==> config.mk <==
export PLATFORM = sky130hd
export DESIGN_NAME = lfu_ctrl
export DESIGN_NICKNAME = d
export VERILOG_FILES = /design/src/rtl/core/lfu_pkg.sv /design/src/rtl/core/lfu_ctrl.sv
export SDC_FILE = /design/constraint.sdc
export NUM_CORES = 1
export LEC_CHECK = 0
export BUFFER_PORTS_ARGS = -buffer_cell sky130_fd_sc_hd__buf_2
export CORE_AREA = 2 2 39 41
export CTS_CLUSTER_DIAMETER = 150
export CTS_CLUSTER_SIZE = 14
export DETAILED_ROUTE_END_ITERATION = 8
export DIE_AREA = 0 0 41 43
export SETUP_SLACK_MARGIN = 0.02
export SLEW_MARGIN = 20
export SYNTH_ARGS = -nofsm -noshare
export SYNTH_HDL_FRONTEND = slang
export SYNTH_SLANG_ARGS = --single-unit
==> constraint.sdc <==
create_clock -name i_clk -period 0.8 [get_ports i_clk]
set_input_delay 0.16 -clock i_clk [delete_from_list [all_inputs] [get_ports i_clk]]
set_output_delay 0.16 -clock i_clk [all_outputs]
set_load 0.05 [all_outputs]
==> src/rtl/core/lfu_pkg.sv <==
// Shared types and constants for the LFU decay cache.
// Used by lfu_ctrl, lfu_dpath and lfu_decay_cache; no dependencies.
package lfu_pkg;

    localparam int KEY_BITS       = 32;
    localparam int VALUE_BITS     = 32;
    localparam int VISIT_BITS     = 32;
    localparam int TIME_BITS      = 32;
    localparam int CAP_BITS       = 7;
    localparam int COUNT_OUT_BITS = 7;
    localparam int ENTRIES_DEF    = 64;

    localparam logic [CAP_BITS-1:0]   CAP_RESET   = 7'd64;
    localparam logic [VISIT_BITS-1:0] VISIT_START = 32'd255;
    localparam logic [VISIT_BITS-1:0] VISIT_MAX   = '1;

    typedef enum logic [2:0] {
        MODE_READ  = 3'd0,
        MODE_PEEK  = 3'd1,
        MODE_WRITE = 3'd2,
        MODE_DEL   = 3'd3,
        MODE_EVICT = 3'd4,
        MODE_FIND  = 3'd5,
        MODE_CLEAR = 3'd6,
        MODE_NOP   = 3'd7
    } t_mode;

    typedef enum logic [1:0] {
        ST_OK        = 2'd0,
        ST_NOT_FOUND = 2'd1,
        ST_EMPTY     = 2'd2,
        ST_RSVD      = 2'd3
    } t_status;

    typedef struct packed {
        t_mode                  mode;
        logic [KEY_BITS-1:0]    key;
        logic [VALUE_BITS-1:0]  write_value;
        logic [TIME_BITS-1:0]   now_minutes;
    } t_request;

    typedef struct packed {
        t_status                    status;
        logic [VALUE_BITS-1:0]      read_value;
        logic                       evicted;
        logic [KEY_BITS-1:0]        victim_key;
        logic [COUNT_OUT_BITS-1:0]  entry_count;
        logic [31:0]                hit_count;
        logic [31:0]                miss_count;
    } t_result;

    typedef struct packed {
        logic [KEY_BITS-1:0]    key;
        logic [VALUE_BITS-1:0]  value;
        logic [VISIT_BITS-1:0]  visits;
        logic [TIME_BITS-1:0]   last;
    } t_entry;

    typedef struct packed {
        logic load;
        logic apply;
    } t_ctrl_cmd;

    typedef struct packed {
        logic scan_done;
    } t_ctrl_stat;

endpackage

==> src/rtl/core/lfu_ctrl.sv <==
// Sequencer for the LFU decay cache: idle, slot scan, apply.
// Depends on lfu_pkg.
module lfu_ctrl (
    input  logic                i_clk,
    input  logic                i_rst_n,
    input  logic                start,
    output logic                busy,
    input  lfu_pkg::t_ctrl_stat i_stat,
    output lfu_pkg::t_ctrl_cmd  o_cmd
);

    typedef enum logic [1:0] {
        S_IDLE,
        S_SCAN,
        S_APPLY
    } t_state;

    t_state r_state;
    logic   r_busy;

    always_ff @(posedge i_clk) begin
        if (!i_rst_n) begin
            r_state <= S_IDLE;
            r_busy  <= 1'b0;
        end else begin
            unique case (r_state)
                S_IDLE: begin
                    if (start) begin
                        r_state <= S_SCAN;
                        r_busy  <= 1'b1;
                    end
                end
                S_SCAN: begin
                    if (i_stat.scan_done) begin
                        r_state <= S_APPLY;
                    end
                end
                S_APPLY: begin
                    r_state <= S_IDLE;
                    r_busy  <= 1'b0;
                end
                default: begin
                    r_state <= S_IDLE;
                    r_busy  <= 1'b0;
                end
            endcase
        end
    end

    assign busy        = r_busy;
    assign o_cmd.load  = start && !r_busy;
    assign o_cmd.apply = (r_state == S_APPLY);

`ifndef SYNTHESIS
    a_busy_tracks_state: assert property (@(posedge i_clk) disable iff (!i_rst_n)
        r_busy == (r_state != S_IDLE)) else $error("busy out of step with state");
    a_load_enters_scan: assert property (@(posedge i_clk) disable iff (!i_rst_n)
        o_cmd.load |=> (r_state == S_SCAN)) else $error("request not taken into scan");
    a_apply_one_cycle: assert property (@(posedge i_clk) disable iff (!i_rst_n)
        o_cmd.apply |=> !o_cmd.apply && !r_busy) else $error("apply longer than one cycle");
`endif

endmodule

==> results of run 1 <==
cells in the mapped netlist:
| master | number | area (sq um) |
|---|---|---|
| nor2_1 | 1 | 3.750 |
| dfxtp_1 | 3 | 60.06 |
| a21oi_2 | 2 | 17.52 |
| nand2_1 | 1 | 3.750 |
| inv_1 | 1 | 3.750 |
| nand2b_4 | 2 | 27.53 |
| nand2b_1 | 1 | 6.260 |
| nor2b_1 | 2 | 12.51 |
critical path, stage by stage (launching register included):
cell and delay, ps:
dfxtp_4 350, nor2b_4 110, buf_8 150
power breakdown:
group | leakage [nW] | switching, mW | internal (mW) | total [mW]
logic | 0.0800 | 0.0653 | 0.0635 | 0.129
registers | 0.0261 | 0.0101 | 0.162 | 0.172
clock network | 0.0150 | 0.0787 | 0.187 | 0.266
kinds of logic after synthesis:
logic type / count (synthesis) / share of synthesized area, %
DFF: 3 / 44.45
AOI/OAI and AO/OA: 2 / 12.97
and+or+nand+nor: 7 / 39.81
buffers and inverters: 1 / 2.775
what timing repair did:
item | CTS | global route
resized for setup | 5 | 2
pin swaps | 1 | 1
endpoints found under the setup margin | 4 | 5
setup buffers | 0 | 1
layout make-up:
type                       instances  area, sq um  share of cell area (%)
clock buffer                       4        26.28                   9.459
multi-input combinational          9        86.33                   31.08
timing repair buffer               9        75.07                   27.03
sequential                         3        66.31                   23.87
inverter                           1        3.754                   1.351
tap                               16        20.02                   7.207
stage by stage:
stage / power [mW] / setup TNS (ps) / setup WS (ps) / area, sq um
2_1_floorplan: 0.2482 / -55.14 / -55.14 / 156.4
3_3_place_gp: 0.2795 / -53.87 / -27.54 / 221.5
3_5_place_dp: 0.2805 / -75.25 / -37.74 / 221.5
4_1_cts: 0.5716 / -571.6 / -214.2 / 262.8
5_1_grt: 0.6015 / -833.3 / -230.7 / 277.8
6_report: 0.5664 / -677.4 / -202.1 / 277.8
sequential cells by signal, summed over array words and instances (netlist names):
name and flops:
busy 1, r_state 2
placed cells by master (no fill, tap or decap), drive strengths merged:
| master | synthesis | layout |
|---|---|---|
| clkbuf | 0 | 4 |
| a21oi | 2 | 2 |
| dfxtp | 3 | 3 |
| nand2b | 3 | 3 |
| nor2b | 2 | 2 |
| nor2 | 1 | 1 |
| nand2 | 1 | 1 |
| inv | 1 | 1 |
| buf | 0 | 9 |
worst max-delay path by stage:
stage | cells after the start | endpoint | slack, ps | startpoint
2_1_floorplan | 1 | o_cmd[1] | -60 | busy
3_3_place_gp | 2 | o_cmd[1] | -30 | busy
3_5_place_dp | 2 | o_cmd[1] | -40 | busy
4_1_cts | 2 | o_cmd[1] | -210 | busy
5_1_grt | 2 | o_cmd[1] | -230 | busy
6_report | 2 | o_cmd[1] | -200 | busy
layer usage:
layer | track usage, % | vias to the layer above | wire, microns
met5 | 0 | - | 0
met4 | 12.00 | 0 | 30
met3 | 1.571 | 4 | 28
met2 | 5.625 | 9 | 144
met1 | 1.597 | 59 | 77
li1 | - | 65 | -
==> out/results.ini, run 1 <==
[sta]
fin_skew_ps = 3.949
fin_ws_ps = -202.1
rsz0062_at_grt = yes
period_share_pct = 125.3
min_period_ps = 1002
hold_viol_final = 0
setup_viol = 5
drv_slew = 0
hold_ws_ps = 156.2
worst_pin_slew_ps = 145.4
relSlewSlack_pct = 90.38
clock.fmax_ghz = 0.9979

[floorplanning]
dieArea_sq_um = 1763
fp.dieW_microns = 41
rows = 14
start_util_pct = 9.765
fp.coreArea_sq_um = 1384
fp.dieH_microns = 43
pin_count = 7

[global_routing]
grt_max_degree = 4
antenna_found_initial = 0
grt-ovfl-total = 0
grt_pass1_wl_microns = 386
first_global_vias = 132
track_usage_pct = 4.409

[final_layout]
diodes = 0
area_growth_pct = 105.6
drive_above_1_share_pct = 80.77
fillCellCount = 161
fin_util_pct = 20.07
fin_cells = 42
nets = 31

[clock_tree]
cts_root_buffer = clkbuf_4
clock_latency_ps = 230
cts_buffer_depth = 2
clock_sinks = 3
clkTransAtPathRegs_ps = 40
htree_levels = 1
cts_buffers = 3
cts_tree = built
cts_hold_buf = 0

[route]
drtPass1Iterations = 1
wl_per_cell_microns = 6.690
vias = 137
drc = 0
ant_nets = 0
wl_microns = 281
vias_per_cell = 3.262
drtIter0Drc = 0

[yosys]
synth_seq_cells = 3
postSynthCellCount = 13
syn_area_sq_um = 135.1
avgSynthCellArea_sq_um = 10.39
yosysSeqAreaShare_pct = 44.44
ys_types = 8
syn-num-nets = 17
synth_warnings = 0

[run_status]
status = finished, violations left
violations = setup timing

[min_path]
hold_class = primary input to register
holdPathStages = 3
hp-start = i_stat
whs_endpoint = r_state[1]

[power]
power.density_nw_per_um2 = 2039
p_leak_nw = 0.1211
vdd_drop_max_mv = 0.2683

[critical_path]
critPathMaxFanout = 3
critical_path_class = register to output port
reg2reg_to = busy
regToRegSetupSlack_ps = -80
regToRegStartpoint = r_state[0]
r2r_cells = 4
endpoint_kind = output port
crit_arrival_ps = 840
required_ps = 640
setup.worst_path.start_class = register

[placed_design]
io_buffer_count = 6
place_congestion = 0.6092
dp_cells = 37

[flow_run]
max_cap_viol_count = 0

Note: power is estimated with default switching activity, not from simulation.
==> inputs of run 2 (changes only) <==
- CTS_BUF_LIST: unset -> sky130_fd_sc_hd__clkbuf_8 sky130_fd_sc_hd__clkbuf_16
==> run 2 against run 1 <==
  * The flow still finishes with violations (setup timing)
  * First-iteration DRC count stayed put
  * Routed wire length is 14% higher
  * Setup slack better by 18 ps
  * Clock skew is 2.3 ps lower
  * Worst hold slack better by 15 ps
  * Maximum frequency is 1.9% higher
  * Largest cell class unchanged
==> out/results.ini, run 2 (synthesized netlist as in run 1, its figures left out) <==
[critical_path]
cp-startpoint = busy
r2r_cells = 4
critPathMaxFanout = 3
regToRegSetupSlack_ps = -80
setup.worst_path.start_class = register
endpoint_kind = output port
cp_top_family = flip-flops
timing.critical_path.buf_inv = 1
reg2reg_to = busy
crit_arrival_ps = 820
crit_cells = 2
cp-endpoint = o_cmd[1]
required_ps = 640
slowest_stage = dfxtp_4
critical_path_class = register to output port
path_cells = nor2b_4, buf_8
regToRegStartpoint = r_state[0]
critPathMaxStageDelay_ps = 340

[clock_tree]
cts_buffer_depth = 2
cts_root_buffer = clkbuf_8
clock_latency_ps = 220
clock_sinks = 3
cts_buffers = 3
cts_hold_buf = 0
cts_tree = built
clkTransAtPathRegs_ps = 30
htree_levels = 1

[global_routing]
grt-ovfl-total = 0
track_usage_pct = 5.711
first_global_vias = 131
antenna_found_initial = 0
grt_pass1_wl_microns = 427
grt_max_degree = 4

[sta]
relSlewSlack_pct = 90.38
fin_skew_ps = 1.682
hold_viol_final = 0
fin_ws_ps = -183.8
hold_ws_ps = 171.0
period_share_pct = 123.0
setup_viol = 5
worst_pin_slew_ps = 145.4
tns_ps = -627.9
clock.fmax_ghz = 1.016
drv_slew = 0
rsz0062_at_grt = yes
min_period_ps = 983.8

[floorplanning]
fp.dieW_microns = 41
rows = 14
fp.dieH_microns = 43
fp.coreArea_sq_um = 1384
pin_count = 7
start_util_pct = 9.765
dieArea_sq_um = 1763

[route]
drc = 0
vias = 137
vias_per_cell = 3.262
wl_microns = 319
wl_per_cell_microns = 7.595
drtIter0Drc = 0
ant_nets = 0
drtPass1Iterations = 1

[flow_run]
max_cap_viol_count = 0

[power]
clockPowerShare_pct = 58.8
pwr-share-seq_pct = 23.6
p_leak_nw = 0.1331
power.density_nw_per_um2 = 2468
vdd_drop_max_mv = 0.5073
swShare_pct = 24.50
p_switching_mw = 0.1794
internal_power_mw = 0.5526
p_comb_share_pct = 17.6

[final_layout]
fillCellCount = 154
largest_reg_flops = 2
final_cell_area_sq_um = 296.5
drive_above_1_share_pct = 80.77
diodes = 0
final_cell_mix = 3 x clkbuf_8, 3 x buf_2, 3 x buf_4
top_register = r_state
area_growth_pct = 119.4
nets = 31

[run_status]
status = finished, violations left
violations = setup timing

[placed_design]
place_area_sq_um = 221.5
place_congestion = 0.6092
io_buffer_count = 6

[min_path]
hold_class = primary input to register

## run 2: cell count changes in the layout (fill, tap and decap cells not counted), sizes merged
cell	change
clkbuf	-1
inv	+1
## run 2: per-layer routing
layer	up-vias	track usage [%]	routed length (microns)
li1	65	-	-
met1	59	1.917	87
met2	9	5.625	143
met3	4	3.141	27
met4	0	18.00	61
met5	-	0	0
## run 2: metrics by stage
step / setup WS [ps] / cells / utilization [%] / total power, mW
6_report: -183.8 / 42 / 21.43 / 0.7320
5_1_grt: -209.9 / 42 / 21.43 / 0.7717
4_1_cts: -190.0 / 41 / 20.34 / 0.7339
3_5_place_dp: -37.74 / 37 / 16.00 / 0.2805
3_3_place_gp: -27.54 / 37 / 16.00 / 0.2795
2_1_floorplan: -55.14 / 13 / - / 0.2482
## run 2: power groups by stage
stage	Clock (mW)	Sequential, mW	Combinational [mW]
2_1_floorplan	0	0.191	0.0571
3_3_place_gp	0	0.173	0.106
3_5_place_dp	0	0.174	0.106
4_1_cts	0.444	0.173	0.117
5_1_grt	0.460	0.174	0.138
6_report	0.431	0.173	0.129
## run 2: worst min-delay path by stage
stage                      end    from  depth (start not counted)
finish              r_state[1]  i_stat                          3
global route        r_state[1]  i_stat                          3
CTS                 r_state[1]  i_stat                          3
detailed placement  r_state[1]  i_stat                          3
global placement    r_state[1]  i_stat                          3
floorplan           r_state[1]  i_stat                          2
## run 2: worst register-to-register path, cell delays in order (launching register included)
cell      delay [ps]
dfxtp_2          320
buf_4            130
buf_6            110
nand2b_4         140
a21oi_2          120
## run 2: layout make-up
type	count	area, sq um	share of cell area [%]
inverter	1	3.754	1.266
sequential	3	66.31	22.36
multi-input combinational	9	86.33	29.11
clock inverter	1	3.754	1.266
clock buffer	3	41.29	13.92
tap	16	20.02	6.751
timing repair buffer	9	75.07	25.32
## run 2: timing repair
action / CTS / global route
pin swaps: 1 / 1
resized for setup: 5 / 2
endpoints found under the hold margin: 0 / 0
endpoints found under the setup margin: 4 / 5
setup buffers: 0 / 1
